File: config.mk
export PLATFORM = sky130hd
export DESIGN_NAME = e2e_profile1_check
export DESIGN_NICKNAME = d
export VERILOG_FILES = /design/src/rtl/e2ep1_pkg.sv /design/src/rtl/e2ep1_cfg.sv /design/src/rtl/e2ep1_core.sv /design/src/rtl/e2e_profile1_check.sv
export SDC_FILE = /design/constraint.sdc
export NUM_CORES = 1
export LEC_CHECK = 0
export ABC_AREA = 1
export BUFFER_PORTS_ARGS = -buffer_cell sky130_fd_sc_hd__buf_2
export CAP_MARGIN = 15
export CELL_PAD_IN_SITES_DETAIL_PLACEMENT = 0
export CELL_PAD_IN_SITES_GLOBAL_PLACEMENT = 1
export CORE_AREA = 2 2 169 171
export CTS_CLUSTER_SIZE = 30
export DETAILED_ROUTE_END_ITERATION = 10
export DIE_AREA = 0 0 171 173
export GPL_TIMING_DRIVEN = 0
export PLACE_DENSITY = 0.63
export SYNTH_ARGS = -nofsm -noshare
export SYNTH_HDL_FRONTEND = slang
export SYNTH_SLANG_ARGS = --single-unit
File: constraint.sdc
create_clock -name i_clk -period 4.7 [get_ports i_clk]
set_input_delay 1.41 -clock i_clk [delete_from_list [all_inputs] [get_ports i_clk]]
set_output_delay 1.41 -clock i_clk [all_outputs]
set_load 0.02 [all_outputs]
File: src/rtl/e2ep1_pkg.sv
// shared types, codes and crc helper for the e2e profile 1 receive check
package e2ep1_pkg;

    localparam logic [5:0] MAX_BYTES = 6'd30;
    localparam logic [7:0] CRC_POLY  = 8'h1D;
    localparam logic [3:0] DELTA_CEIL = 4'd14;

    // status codes
    localparam logic [2:0] ST_NONEW    = 3'd0;
    localparam logic [2:0] ST_WRONGCRC = 3'd1;
    localparam logic [2:0] ST_INITIAL  = 3'd2;
    localparam logic [2:0] ST_OK       = 3'd3;
    localparam logic [2:0] ST_REPEATED = 3'd4;
    localparam logic [2:0] ST_SOMELOST = 3'd5;
    localparam logic [2:0] ST_WRONGSEQ = 3'd6;
    localparam logic [2:0] ST_CFGERR   = 3'd7;

    // register indexes
    localparam logic [2:0] REG_DATA_ID    = 3'd0;
    localparam logic [2:0] REG_ID_MODE    = 3'd1;
    localparam logic [2:0] REG_MSG_BYTES  = 3'd2;
    localparam logic [2:0] REG_CNT_POS    = 3'd3;
    localparam logic [2:0] REG_CRC_POS    = 3'd4;
    localparam logic [2:0] REG_DELTA_INIT = 3'd5;

    // id modes
    localparam logic [1:0] IDM_BOTH   = 2'd0;
    localparam logic [1:0] IDM_ALT    = 2'd1;
    localparam logic [1:0] IDM_LOW    = 2'd2;
    localparam logic [1:0] IDM_NIBBLE = 2'd3;

    typedef struct packed {
        logic [1:0] id_mode;
        logic [4:0] msg_bytes;
        logic [5:0] cnt_pos;
        logic [4:0] crc_pos;
        logic [3:0] delta_init;
        logic       ok;
        logic [7:0] seed_lo;
        logic [7:0] seed_hi;
    } t_cfg;

    function automatic logic [7:0] crc8_step(input logic [7:0] crc, input logic [7:0] b);
        logic [7:0] r;
        r = crc ^ b;
        for (int i = 0; i < 8; i++) begin
            r = r[7] ? ({r[6:0], 1'b0} ^ CRC_POLY) : {r[6:0], 1'b0};
        end
        return r;
    endfunction

endpackage

File: src/rtl/e2ep1_cfg.sv
// configuration registers, layout check and crc seeds from the data id
module e2ep1_cfg #(
    parameter logic [5:0] MAX_BYTES = e2ep1_pkg::MAX_BYTES
) (
    input  logic              i_clk,
    input  logic              i_rst_n,
    input  logic              i_cfg_we,
    input  logic [2:0]        i_cfg_idx,
    input  logic [15:0]       i_cfg_data,
    output logic              o_cfg_hit,
    output e2ep1_pkg::t_cfg   o_cfg
);

    logic [15:0] r_data_id;
    logic [1:0]  r_id_mode;
    logic [4:0]  r_msg_bytes;
    logic [5:0]  r_cnt_pos;
    logic [4:0]  r_crc_pos;
    logic [3:0]  r_delta_init;
    logic [7:0]  w_lo_first;

    always_ff @(posedge i_clk) begin
        if (!i_rst_n) begin
            r_data_id    <= 16'd0;
            r_id_mode    <= e2ep1_pkg::IDM_BOTH;
            r_msg_bytes  <= 5'd8;
            r_cnt_pos    <= 6'd2;
            r_crc_pos    <= 5'd0;
            r_delta_init <= 4'd1;
        end else if (i_cfg_we) begin
            unique case (i_cfg_idx)
                e2ep1_pkg::REG_DATA_ID:    r_data_id    <= i_cfg_data;
                e2ep1_pkg::REG_ID_MODE:    r_id_mode    <= i_cfg_data[1:0];
                e2ep1_pkg::REG_MSG_BYTES:  r_msg_bytes  <= i_cfg_data[4:0];
                e2ep1_pkg::REG_CNT_POS:    r_cnt_pos    <= i_cfg_data[5:0];
                e2ep1_pkg::REG_CRC_POS:    r_crc_pos    <= i_cfg_data[4:0];
                e2ep1_pkg::REG_DELTA_INIT: r_delta_init <= i_cfg_data[3:0];
                default: ;
            endcase
        end
    end

    assign o_cfg_hit = i_cfg_we && (i_cfg_idx <= e2ep1_pkg::REG_DELTA_INIT);

    assign w_lo_first = e2ep1_pkg::crc8_step(8'd0, r_data_id[7:0]);

    always_comb begin
        o_cfg.id_mode    = r_id_mode;
        o_cfg.msg_bytes  = r_msg_bytes;
        o_cfg.cnt_pos    = r_cnt_pos;
        o_cfg.crc_pos    = r_crc_pos;
        o_cfg.delta_init = r_delta_init;
        o_cfg.ok = !((r_msg_bytes == 5'd0)
                  || ({1'b0, r_msg_bytes} > MAX_BYTES)
                  || (r_crc_pos >= r_msg_bytes)
                  || (({1'b0, r_cnt_pos} + 7'd1) > {1'b0, r_msg_bytes, 1'b0})
                  || (r_crc_pos == r_cnt_pos[5:1]));
        o_cfg.seed_lo = (r_id_mode == e2ep1_pkg::IDM_BOTH)
                      ? e2ep1_pkg::crc8_step(w_lo_first, r_data_id[15:8]) : w_lo_first;
        o_cfg.seed_hi = e2ep1_pkg::crc8_step(8'd0, r_data_id[15:8]);
    end

endmodule

File: src/rtl/e2ep1_core.sv
// per-byte crc update, capture, counter sequence check and result register
module e2ep1_core (
    input  logic             i_clk,
    input  logic             i_rst_n,
    input  e2ep1_pkg::t_cfg  i_cfg,
    input  logic             i_cfg_hit,
    input  logic             i_step,
    input  logic             i_func,
    input  logic [7:0]       i_data_byte,
    input  logic             i_adv,
    output logic             o_valid,
    output logic [2:0]       o_status,
    output logic [3:0]       o_lost_count,
    output logic [3:0]       o_seen_counter
);

    logic       r_awaiting_first;
    logic [3:0] r_allowed_delta;
    logic [3:0] r_last_good;
    logic [3:0] r_lost;
    logic [4:0] r_bidx;
    logic [7:0] r_crc_lo;
    logic [7:0] r_crc_hi;
    logic [3:0] r_cap_cnt;
    logic [7:0] r_cap_crc;
    logic       r_out_valid;
    logic [2:0] r_out_status;
    logic [3:0] r_out_lost;
    logic [3:0] r_out_seen;

    logic       n_awaiting_first;
    logic [3:0] n_allowed_delta;
    logic [3:0] n_last_good;
    logic [3:0] n_lost;
    logic [4:0] n_bidx;
    logic [7:0] n_crc_lo;
    logic [7:0] n_crc_hi;
    logic [3:0] n_cap_cnt;
    logic [7:0] n_cap_crc;
    logic       n_res_valid;
    logic [2:0] n_status;
    logic [3:0] n_seen;

    logic [7:0] w_lo_cur;
    logic [7:0] w_hi_cur;
    logic [7:0] w_calc;
    logic [3:0] w_raised;
    logic [3:0] w_delta;

    always_comb begin
        n_awaiting_first = r_awaiting_first;
        n_allowed_delta  = r_allowed_delta;
        n_last_good      = r_last_good;
        n_lost           = r_lost;
        n_bidx           = r_bidx;
        n_crc_lo         = r_crc_lo;
        n_crc_hi         = r_crc_hi;
        n_cap_cnt        = r_cap_cnt;
        n_cap_crc        = r_cap_crc;
        n_res_valid      = 1'b0;
        n_status         = e2ep1_pkg::ST_NONEW;
        n_seen           = 4'd0;
        w_raised = (r_allowed_delta < e2ep1_pkg::DELTA_CEIL)
                 ? r_allowed_delta + 4'd1 : r_allowed_delta;
        w_lo_cur = (r_bidx == 5'd0) ? i_cfg.seed_lo : r_crc_lo;
        w_hi_cur = (r_bidx == 5'd0) ? i_cfg.seed_hi : r_crc_hi;
        w_calc   = 8'd0;
        w_delta  = 4'd0;

        if (!i_cfg.ok) begin
            n_res_valid = 1'b1;
            n_status    = e2ep1_pkg::ST_CFGERR;
        end else if (i_func) begin
            n_allowed_delta = w_raised;
            n_res_valid     = 1'b1;
            n_status        = e2ep1_pkg::ST_NONEW;
        end else begin
            if (r_bidx == i_cfg.crc_pos) begin
                n_cap_crc = i_data_byte;
                n_crc_lo  = w_lo_cur;
                n_crc_hi  = w_hi_cur;
            end else begin
                n_crc_lo = e2ep1_pkg::crc8_step(w_lo_cur, i_data_byte);
                n_crc_hi = e2ep1_pkg::crc8_step(w_hi_cur, i_data_byte);
            end
            if (r_bidx == i_cfg.cnt_pos[5:1]) begin
                n_cap_cnt = i_cfg.cnt_pos[0] ? i_data_byte[7:4] : i_data_byte[3:0];
            end

            if (({1'b0, r_bidx} + 6'd1) < {1'b0, i_cfg.msg_bytes}) begin
                n_bidx = r_bidx + 5'd1;
            end else begin
                // last byte of the message: check crc and counter
                n_bidx          = 5'd0;
                n_allowed_delta = w_raised;
                n_seen          = n_cap_cnt;
                n_res_valid     = 1'b1;
                w_calc = ((i_cfg.id_mode == e2ep1_pkg::IDM_ALT
                        || i_cfg.id_mode == e2ep1_pkg::IDM_NIBBLE) && n_cap_cnt[0])
                       ? n_crc_hi : n_crc_lo;
                // wrap at 15: received minus last, less one when it went around
                w_delta = n_cap_cnt - r_last_good
                        - {3'd0, (n_cap_cnt < r_last_good)};
                if (w_calc != n_cap_crc) begin
                    n_status = e2ep1_pkg::ST_WRONGCRC;
                end else if (r_awaiting_first) begin
                    n_awaiting_first = 1'b0;
                    n_allowed_delta  = i_cfg.delta_init;
                    n_last_good      = n_cap_cnt;
                    n_status         = e2ep1_pkg::ST_INITIAL;
                end else if (w_delta == 4'd1) begin
                    n_allowed_delta = i_cfg.delta_init;
                    n_last_good     = n_cap_cnt;
                    n_lost          = 4'd0;
                    n_status        = e2ep1_pkg::ST_OK;
                end else if (w_delta == 4'd0) begin
                    n_status = e2ep1_pkg::ST_REPEATED;
                end else if (w_delta <= w_raised) begin
                    n_allowed_delta = i_cfg.delta_init;
                    n_last_good     = n_cap_cnt;
                    n_lost          = w_delta - 4'd1;
                    n_status        = e2ep1_pkg::ST_SOMELOST;
                end else begin
                    n_status = e2ep1_pkg::ST_WRONGSEQ;
                end
            end
        end
    end

    always_ff @(posedge i_clk) begin
        if (!i_rst_n) begin
            r_awaiting_first <= 1'b1;
            r_allowed_delta  <= 4'd0;
            r_last_good      <= 4'd0;
            r_lost           <= 4'd0;
            r_bidx           <= 5'd0;
            r_crc_lo         <= 8'd0;
            r_crc_hi         <= 8'd0;
            r_cap_cnt        <= 4'd0;
            r_cap_crc        <= 8'd0;
            r_out_valid      <= 1'b0;
        end else begin
            if (i_cfg_hit) begin
                r_bidx <= 5'd0;
            end else if (i_step) begin
                r_awaiting_first <= n_awaiting_first;
                r_allowed_delta  <= n_allowed_delta;
                r_last_good      <= n_last_good;
                r_lost           <= n_lost;
                r_bidx           <= n_bidx;
                r_crc_lo         <= n_crc_lo;
                r_crc_hi         <= n_crc_hi;
                r_cap_cnt        <= n_cap_cnt;
                r_cap_crc        <= n_cap_crc;
            end
            if (i_adv) begin
                r_out_valid <= i_step && n_res_valid;
            end
        end
    end

    always_ff @(posedge i_clk) begin
        if (i_adv && i_step && n_res_valid) begin
            r_out_status <= n_status;
            r_out_lost   <= n_lost;
            r_out_seen   <= n_seen;
        end
    end

    assign o_valid        = r_out_valid;
    assign o_status       = r_out_status;
    assign o_lost_count   = r_out_lost;
    assign o_seen_counter = r_out_seen;

endmodule

File: src/rtl/e2e_profile1_check.sv
// top level of the e2e profile 1 receive check: input register and wiring
//
//  channel | valid   | stall   | payload
//  --------+---------+---------+-------------------------------------------
//  in      | i_valid | o_stall | i_func, i_data_byte
//  out     | o_valid | i_stall | o_status, o_lost_count, o_seen_counter
//  cfg     | i_cfg_we| -       | i_cfg_idx, i_cfg_data
//
// one beat per cycle unless stalled; a result is registered after its last byte
// the input register and the result register are the two pipeline stages
// a stalled result holds both stages; the input stage still takes a beat if empty
// reset is synchronous and needs no clearing pass; the block is usable next cycle
module e2e_profile1_check #(
    parameter logic [5:0] MAX_BYTES = e2ep1_pkg::MAX_BYTES
) (
    input  logic        i_clk,
    input  logic        i_rst_n,
    input  logic        i_valid,
    output logic        o_stall,
    input  logic        i_func,
    input  logic [7:0]  i_data_byte,
    output logic        o_valid,
    input  logic        i_stall,
    output logic [2:0]  o_status,
    output logic [3:0]  o_lost_count,
    output logic [3:0]  o_seen_counter,
    input  logic        i_cfg_we,
    input  logic [2:0]  i_cfg_idx,
    input  logic [15:0] i_cfg_data
);

    e2ep1_pkg::t_cfg w_cfg;
    logic            w_cfg_hit;
    logic            w_adv;
    logic            r_in_valid;
    logic            r_func;
    logic [7:0]      r_byte;

    e2ep1_cfg #(
        .MAX_BYTES (MAX_BYTES)
    ) u_cfg (
        .i_clk      (i_clk),
        .i_rst_n    (i_rst_n),
        .i_cfg_we   (i_cfg_we),
        .i_cfg_idx  (i_cfg_idx),
        .i_cfg_data (i_cfg_data),
        .o_cfg_hit  (w_cfg_hit),
        .o_cfg      (w_cfg)
    );

    // the result register can load when empty or being taken
    assign w_adv   = !o_valid || !i_stall;
    assign o_stall = r_in_valid && !w_adv;

    always_ff @(posedge i_clk) begin
        if (!i_rst_n) begin
            r_in_valid <= 1'b0;
        end else if (!o_stall) begin
            r_in_valid <= i_valid;
        end
    end

    always_ff @(posedge i_clk) begin
        if (!o_stall && i_valid) begin
            r_func <= i_func;
            r_byte <= i_data_byte;
        end
    end

    e2ep1_core u_core (
        .i_clk          (i_clk),
        .i_rst_n        (i_rst_n),
        .i_cfg          (w_cfg),
        .i_cfg_hit      (w_cfg_hit),
        .i_step         (r_in_valid && w_adv),
        .i_func         (r_func),
        .i_data_byte    (r_byte),
        .i_adv          (w_adv),
        .o_valid        (o_valid),
        .o_status       (o_status),
        .o_lost_count   (o_lost_count),
        .o_seen_counter (o_seen_counter)
    );

endmodule

==> reports/results.ini, run 1 <==
[status]
status = completed

[placement]
dp.cells = 1665
post-place-ws_ns = -0.8252
io_buffers = 45
hpwl_microns = 20200
place_congestion = 0.8922

[floorplan]
core-area_sq_mm = 0.02763
ios = 46
start_util_pct = 29.59
rows = 61
die-height_microns = 173
die_w_microns = 171
dieArea_sq_mm = 0.02958

[power_and_ir_drop]
vdd.ir_drop.worst_v = 0.0002041
p_per_area_mw_per_mm2 = 375.4
leakage_nw = 4.451

[logic_synthesis]
synth_adder_area_share_pct = 5.051
ys_warn_count = 0
synth_top_family_by_area = simple AND/OR/NAND/NOR gates
yosys.area_share.simple_pct = 36.07
synth_edf_count = 20
synth_xor_area_share_pct = 6.413
synthArstFlopShare_pct = 0
synth_top_cell_area_share_pct = 21.06
synth_area_sq_mm = 0.008175
synth_fp_nets = 1306
ys_seq_area_share_pct = 28.41
synth-compound-area-share_pct = 14.06
syn_avg_cell_area_sq_um = 6.582
synth_cell_types = 51
synthMuxAreaShare_pct = 0
synth_area_leaders = dfxtp_1 21%, nand2_1 15%, nand3_1 8.9%
ys_ff_latch = 106
synth_top_flop_cell = dfxtp_1
syn_inst = 1242
synth_top_area_cell = dfxtp_1

[sta]
finalSetupViolCount = 0
rsz0062_at_grt = no
min_period_ns = 4.382
slew_violations = 0
period_share_pct = 93.24
fmax_ghz = 0.2282
setup-tns-final_ns = 0
fin_ws_ns = 0.3176
worstMarginPinSlew_ns = 0.9943
max_slew_margin_pct = 33.47
hold_viol = 0
holdWs_ns = 0.4540
skew_ns = 0.01090

[clock_tree]
numCtsBuffers = 9
clkTransAtPathRegs_ns = 0.08
cts_tree = built
clock-sinks = 106
cts_max_path_buffers = 2
ctsRootBufferMaster = clkbuf_16
holdBufCountCts = 0
h-tree-depth = 3
insertion_delay_ns = 0.35

[global_routing]
grt_use_total_pct = 17.57
overflow = 0
antenna_found_initial = 0
grt_max_degree = 18
grt_pass1_wl_microns = 40990
grt_pass1_vias = 7671

[worst_setup_path]
crit_required_ns = 4.98
worst-r2r-cell-count = 28
end_kind = flip-flop
crit_arrival_ns = 4.66
cp_max_fo = 7
cpPeakStageDelay_ns = 0.46
slowest_stage = fa_2
crit_type = flip-flop to flip-flop
startpoint_type = flip-flop

[finish]
area_growth_syn_to_layout_pct = 14.10
fin_cells = 1689
antenna_cells = 0
num-fill-cells = 3096
fin_nets = 1370
drive_above_1_share_pct = 17.70

[flow_run]
cap_violations = 0

[route]
drc = 0
routed_wl_microns = 25380
drt_iter0_markers = 411
routedWlPerCell_microns = 15.02
avgViaCountPerCell = 4.716
dr.pass1.iters = 5
num_vias = 7965
drtAntennaViolNets = 0

[min_path]
hold_class = flip-flop to flip-flop
hold_path_depth = 2

[per-stage QoR]
stage / cell area [sq um] / power (mW) / utilization (%)
2_1_floorplan: 8175 / 2.294 / -
3_3_place_gp: 8874 / 2.696 / 32.12
3_5_place_dp: 8874 / 2.700 / 32.12
4_1_cts: 9214 / 3.505 / 33.35
5_1_grt: 9328 / 3.804 / 33.76
6_report: 9328 / 3.501 / 33.76
[per-layer routing]
layer / track usage [%] / routed length [microns] / vias up
li1: - / - / 4161
met1: 23.60 / 12270 / 3682
met2: 30.02 / 12070 / 96
met3: 1.648 / 540 / 26
met4: 4.520 / 493 / 0
met5: 0 / 0 / -
[cells by family after synthesis]
family                   after synthesis
AO/OA/AOI/OAI                        208
XOR/XNOR                              53
adder cells (fa/ha/maj)               32
buffers and inverters                206
flip-flops                           106
AND/OR/NAND/NOR                      637
[registers in the layout (all words and copies together) (netlist names), 5 cells and up]
signal,cells
r_byte,8
u_core.r_crc_lo,8
u_cfg.r_crc_pos,5
u_core.r_crc_hi,8
u_cfg.r_cnt_pos,6
u_cfg.r_data_id,16
u_cfg.r_msg_bytes,5
u_core.r_cap_crc,8
u_core.r_bidx,5
[critical path: cells and delay by family, from the launching register on]
family / cells / cell delay [ns]
and+or+nand+nor: 11 / 1.01
AOI/OAI and AO/OA: 7 / 0.92
DFF: 1 / 0.35
adders and majority gates: 5 / 1.61
buffers and inverters: 5 / 0.41
[cells in the final DEF (no fill, tap or decap), types with 10 or more instances in the layout]
master / netlist / layout
clkbuf_1: 20 / 20
nand2_2: 53 / 54
nand3_2: 15 / 15
edfxtp_1: 20 / 20
a21oi_1: 75 / 72
nand3_1: 145 / 144
dfxtp_1: 86 / 81
buf_4: 1 / 11
inv_2: 15 / 24
ha_1: 29 / 28
o21ai_0: 85 / 79
xor2_1: 34 / 33
buf_2: 8 / 52
nor2_1: 59 / 57
inv_1: 154 / 145
xnor2_1: 11 / 11
o211ai_1: 12 / 12
clkbuf_16: 0 / 10
nand2_1: 326 / 324
o21ai_1: 8 / 11
[Yosys cell counts, drive strengths merged, types with 3 or more instances]
cell type  number
nand2         383
inv           169
nand3         161
o21ai          99
dfxtp          86
a21oi          78
nor2           64
xor2           42
ha             29
clkbuf         20
edfxtp         20
buf            12
o211ai         12
or2            11
xnor2          11
nor3            8
a211oi          6
clkinv          5
nand4           5
nand3b          3
o21a            3
o22ai           3
[path summary, 6_finish.rpt]
kind	startpoint	to	slack (ns)
setup / recovery	u_core.r_bidx[3]$_SDFFE_PP0P_	u_core.r_allowed_delta[3]$_SDFFE_PN0P_	0.32
hold / removal	u_core.r_cap_crc[2]$_SDFFE_PN0P_	u_core.r_cap_crc[2]$_SDFFE_PN0P_	0.45
setup reg to reg	u_core.r_bidx[3]$_SDFFE_PP0P_	u_core.r_allowed_delta[3]$_SDFFE_PN0P_	0.32
hold reg to reg	u_core.r_cap_crc[2]$_SDFFE_PN0P_	u_core.r_cap_crc[2]$_SDFFE_PN0P_	0.45
[power by group]
group          leakage (nW)  internal, mW  switching [mW]
logic                  3.42         0.579            1.15
registers             0.890         0.967          0.0343
clock network         0.145         0.410           0.361
[repair_timing]
item	4_1_cts	5_1_grt
endpoints found under the setup margin	18	18
gates resized for setup	17	24
setup buffers	2	8
pin swaps	2	7
[area by class of cell]
type	instances	area, sq um	area share [%]
multi-input cells	930	5122	54.92
flip-flops and latches	106	2328	24.96
inverters	174	668.1	7.163
well taps	378	473.0	5.070
repair buffers	55	300.3	3.219
clock buffers	13	271.5	2.911
plain buffers	30	141.4	1.516
clock inverters	3	22.52	0.2414
(Power assumes the default switching activity.)
==> inputs of run 2 (changes only) <==
--- a/config.mk
+++ b/config.mk
@@ -6,16 +6,17 @@
 export NUM_CORES = 1
 export LEC_CHECK = 0
 export ABC_AREA = 1
+export ABC_CLOCK_PERIOD_IN_PS = 4700
 export BUFFER_PORTS_ARGS = -buffer_cell sky130_fd_sc_hd__buf_2
 export CAP_MARGIN = 15
 export CELL_PAD_IN_SITES_DETAIL_PLACEMENT = 0
 export CELL_PAD_IN_SITES_GLOBAL_PLACEMENT = 1
-export CORE_AREA = 2 2 169 171
+export CORE_AREA = 3 3 157 159
 export CTS_CLUSTER_SIZE = 30
 export DETAILED_ROUTE_END_ITERATION = 10
-export DIE_AREA = 0 0 171 173
+export DIE_AREA = 0 0 160 162
 export GPL_TIMING_DRIVEN = 0
-export PLACE_DENSITY = 0.63
+export PLACE_DENSITY = 0.71
 export SYNTH_ARGS = -nofsm -noshare
 export SYNTH_HDL_FRONTEND = slang
 export SYNTH_SLANG_ARGS = --single-unit
==> reports/results.ini, run 2 (same netlist as run 1, synthesis figures left out) <==
[clock_tree]
cts_max_path_buffers = 2  ; unchanged
clock-sinks = 106  ; unchanged
h-tree-depth = 3  ; unchanged
clkTransAtPathRegs_ns = 0.08  ; about the same
holdBufCountCts = 0  ; unchanged
numCtsBuffers = 9  ; unchanged
ctsRootBufferMaster = clkbuf_16
cts_tree = built
insertion_delay_ns = 0.36  ; about the same

[finish]
final_common_cell = nand2_1
largest_register = u_cfg.r_data_id
antenna_cells = 0  ; unchanged
area_growth_syn_to_layout_pct = 13.30
drive_above_1_share_pct = 17.80  ; +0.10 points
num-fill-cells = 2555  ; -17%
layout_common_cells = 324 x nand2_1, 146 x inv_1, 144 x nand3_1
largest_reg_flops = 16  ; unchanged
fin_nets = 1368  ; -0.15%

[global_routing]
grt_use_total_pct = 19.45  ; +1.9 points
antenna_found_initial = 0  ; unchanged
grt_pass1_vias = 7744  ; +0.95%
overflow = 0  ; unchanged
grt_max_degree = 19  ; +1
grt_pass1_wl_microns = 40300  ; -1.7%

[floorplan]
dieArea_sq_mm = 0.02592  ; -12%
start_util_pct = 34.93  ; +5.3 points
rows = 56  ; -8.2%
core-area_sq_mm = 0.02340  ; -15%
ios = 46  ; unchanged
die-height_microns = 162  ; -6.4%
die_w_microns = 160  ; -6.4%

[route]
routedWlPerCell_microns = 15.02  ; about the same
top_layer_used = met4
met3_length_microns = 559  ; +3.5%
drt_iter0_markers = 433  ; +5.4%
wl_met1_microns = 11710  ; -4.6%
dr.pass1.iters = 5  ; unchanged
num_vias = 7938  ; -0.34%
drc = 0  ; unchanged
routed_wl_microns = 24460  ; -3.6%
avgViaCountPerCell = 4.876  ; +3.4%
drtAntennaViolNets = 0  ; unchanged
wl_met2_microns = 11700  ; -3.1%

[sta]
slew_violations = 0  ; unchanged
period_share_pct = 93.45  ; +0.20 points
finalSetupViolCount = 0  ; unchanged
hold_viol = 0  ; unchanged
rsz0062_at_grt = no
max_slew_margin_pct = 36.19  ; +2.7 points
fmax_ghz = 0.2277  ; -0.22%
worstMarginPinSlew_ns = 0.9536  ; -0.04068 ns
min_period_ns = 4.392  ; +0.009611 ns
skew_ns = 0.01363  ; +0.002727 ns
fin_ws_ns = 0.3080  ; -0.009611 ns

[flow_run]
cap_violations = 0  ; unchanged

[power_and_ir_drop]
power_mw = 3.573  ; +2.0%
p_per_area_mw_per_mm2 = 385.7  ; +2.8%
vdd.ir_drop.worst_v = 0.0001853  ; -9.2%
leakage_nw = 4.454  ; about the same

[worst_setup_path]
crit_arrival_ns = 4.69  ; +0.03 ns
cp_max_fo = 7  ; unchanged
crit_required_ns = 5.00  ; +0.02 ns
crit_type = flip-flop to flip-flop
startpoint_type = flip-flop
end_kind = flip-flop

[placement]
place_congestion = 0.8867  ; -0.62%
io_buffers = 45  ; unchanged
hpwl_microns = 19460  ; -3.6%
post-place-ws_ns = -0.7575  ; +0.06776 ns

[status]
status = completed

[min_path]
hold_class = flip-flop to flip-flop

run 2: per-layer routing:
layer | GRT usage [%] | vias up
li1 | - | 4156
met1 | 25.65 | 3641
met2 | 33.96 | 113
met3 | 2.040 | 28
met4 | 5.286 | 0
met5 | 0 | -
run 2: report_power, final:
part           switching (mW)  leakage, nW  internal (mW)
Combinational            1.15         3.41          0.576
Sequential             0.0333        0.891          0.967
Clock                   0.377        0.156          0.472
Total                    1.56         4.45           2.01
run 2: final timing paths:
path,start,end,slack [ns],cells past startpoint
worst max-delay path,u_core.r_bidx[2]$_SDFFE_PP0P_,u_core.r_allowed_delta[1]$_SDFFE_PN0P_,0.31,25
worst min-delay path,u_core.r_cap_crc[4]$_SDFFE_PN0P_,u_core.r_cap_crc[4]$_SDFFE_PN0P_,0.46,2
worst max register to register,u_core.r_bidx[2]$_SDFFE_PP0P_,u_core.r_allowed_delta[1]$_SDFFE_PN0P_,0.31,25
worst min register to register,u_core.r_cap_crc[4]$_SDFFE_PN0P_,u_core.r_cap_crc[4]$_SDFFE_PN0P_,0.46,2
run 2: per-stage QoR:
step                      cell area [sq um]  cells  TNS [ns]  util [%]  hold slack, ns
after floorplan                        8175   1242         0         -          0.4297
after global placement                 8800   1606    -8.651     37.60          0.4418
after detailed placement               8800   1606    -9.730     37.60          0.4475
after CTS                              9159   1623         0     39.14          0.4584
after global routing                   9263   1628         0     39.58          0.4767
final                                  9263   1628         0     39.58          0.4558
run 2: what timing repair did:
action | 4_1_cts | 5_1_grt
endpoints found under the setup margin | 18 | 24
resized for setup | 14 | 29
endpoints found under the hold margin | 0 | 0
setup buffers | 2 | 6
pin swaps | 2 | 10
run 2: worst max-delay path: stages (launching register included):
cell and delay (ns):
dfxtp_2 0.37, xor2_1 0.18, a21oi_2 0.16, nand3_4 0.15, buf_4 0.18, nand2_1 0.06
o21ai_2 0.07, ha_1 0.33, a21oi_1 0.17, nand2_1 0.10, fa_2 0.40, inv_2 0.07
fa_2 0.47, inv_2 0.08, ha_1 0.25, nand3_1 0.09, o21ai_1 0.07, maj3_2 0.34
nand2_4 0.11, inv_2 0.06, nor2_4 0.12, nor2_2 0.05, buf_4 0.14, nand3_1 0.09
nand3_1 0.09, a21oi_1 0.14
run 2: area by class of cell:
| cell class | instances | area [sq um] | share of cell area, % |
|---|---|---|---|
| buffer | 30 | 141.4 | 1.526 |
| multi-input combinational | 930 | 5112 | 55.19 |
| clock inverter | 7 | 98.84 | 1.067 |
| sequential | 106 | 2332 | 25.18 |
| tap | 319 | 399.1 | 4.309 |
| inverter | 174 | 668.1 | 7.213 |
| clock buffer | 9 | 225.2 | 2.431 |
| timing repair buffer | 53 | 285.3 | 3.080 |
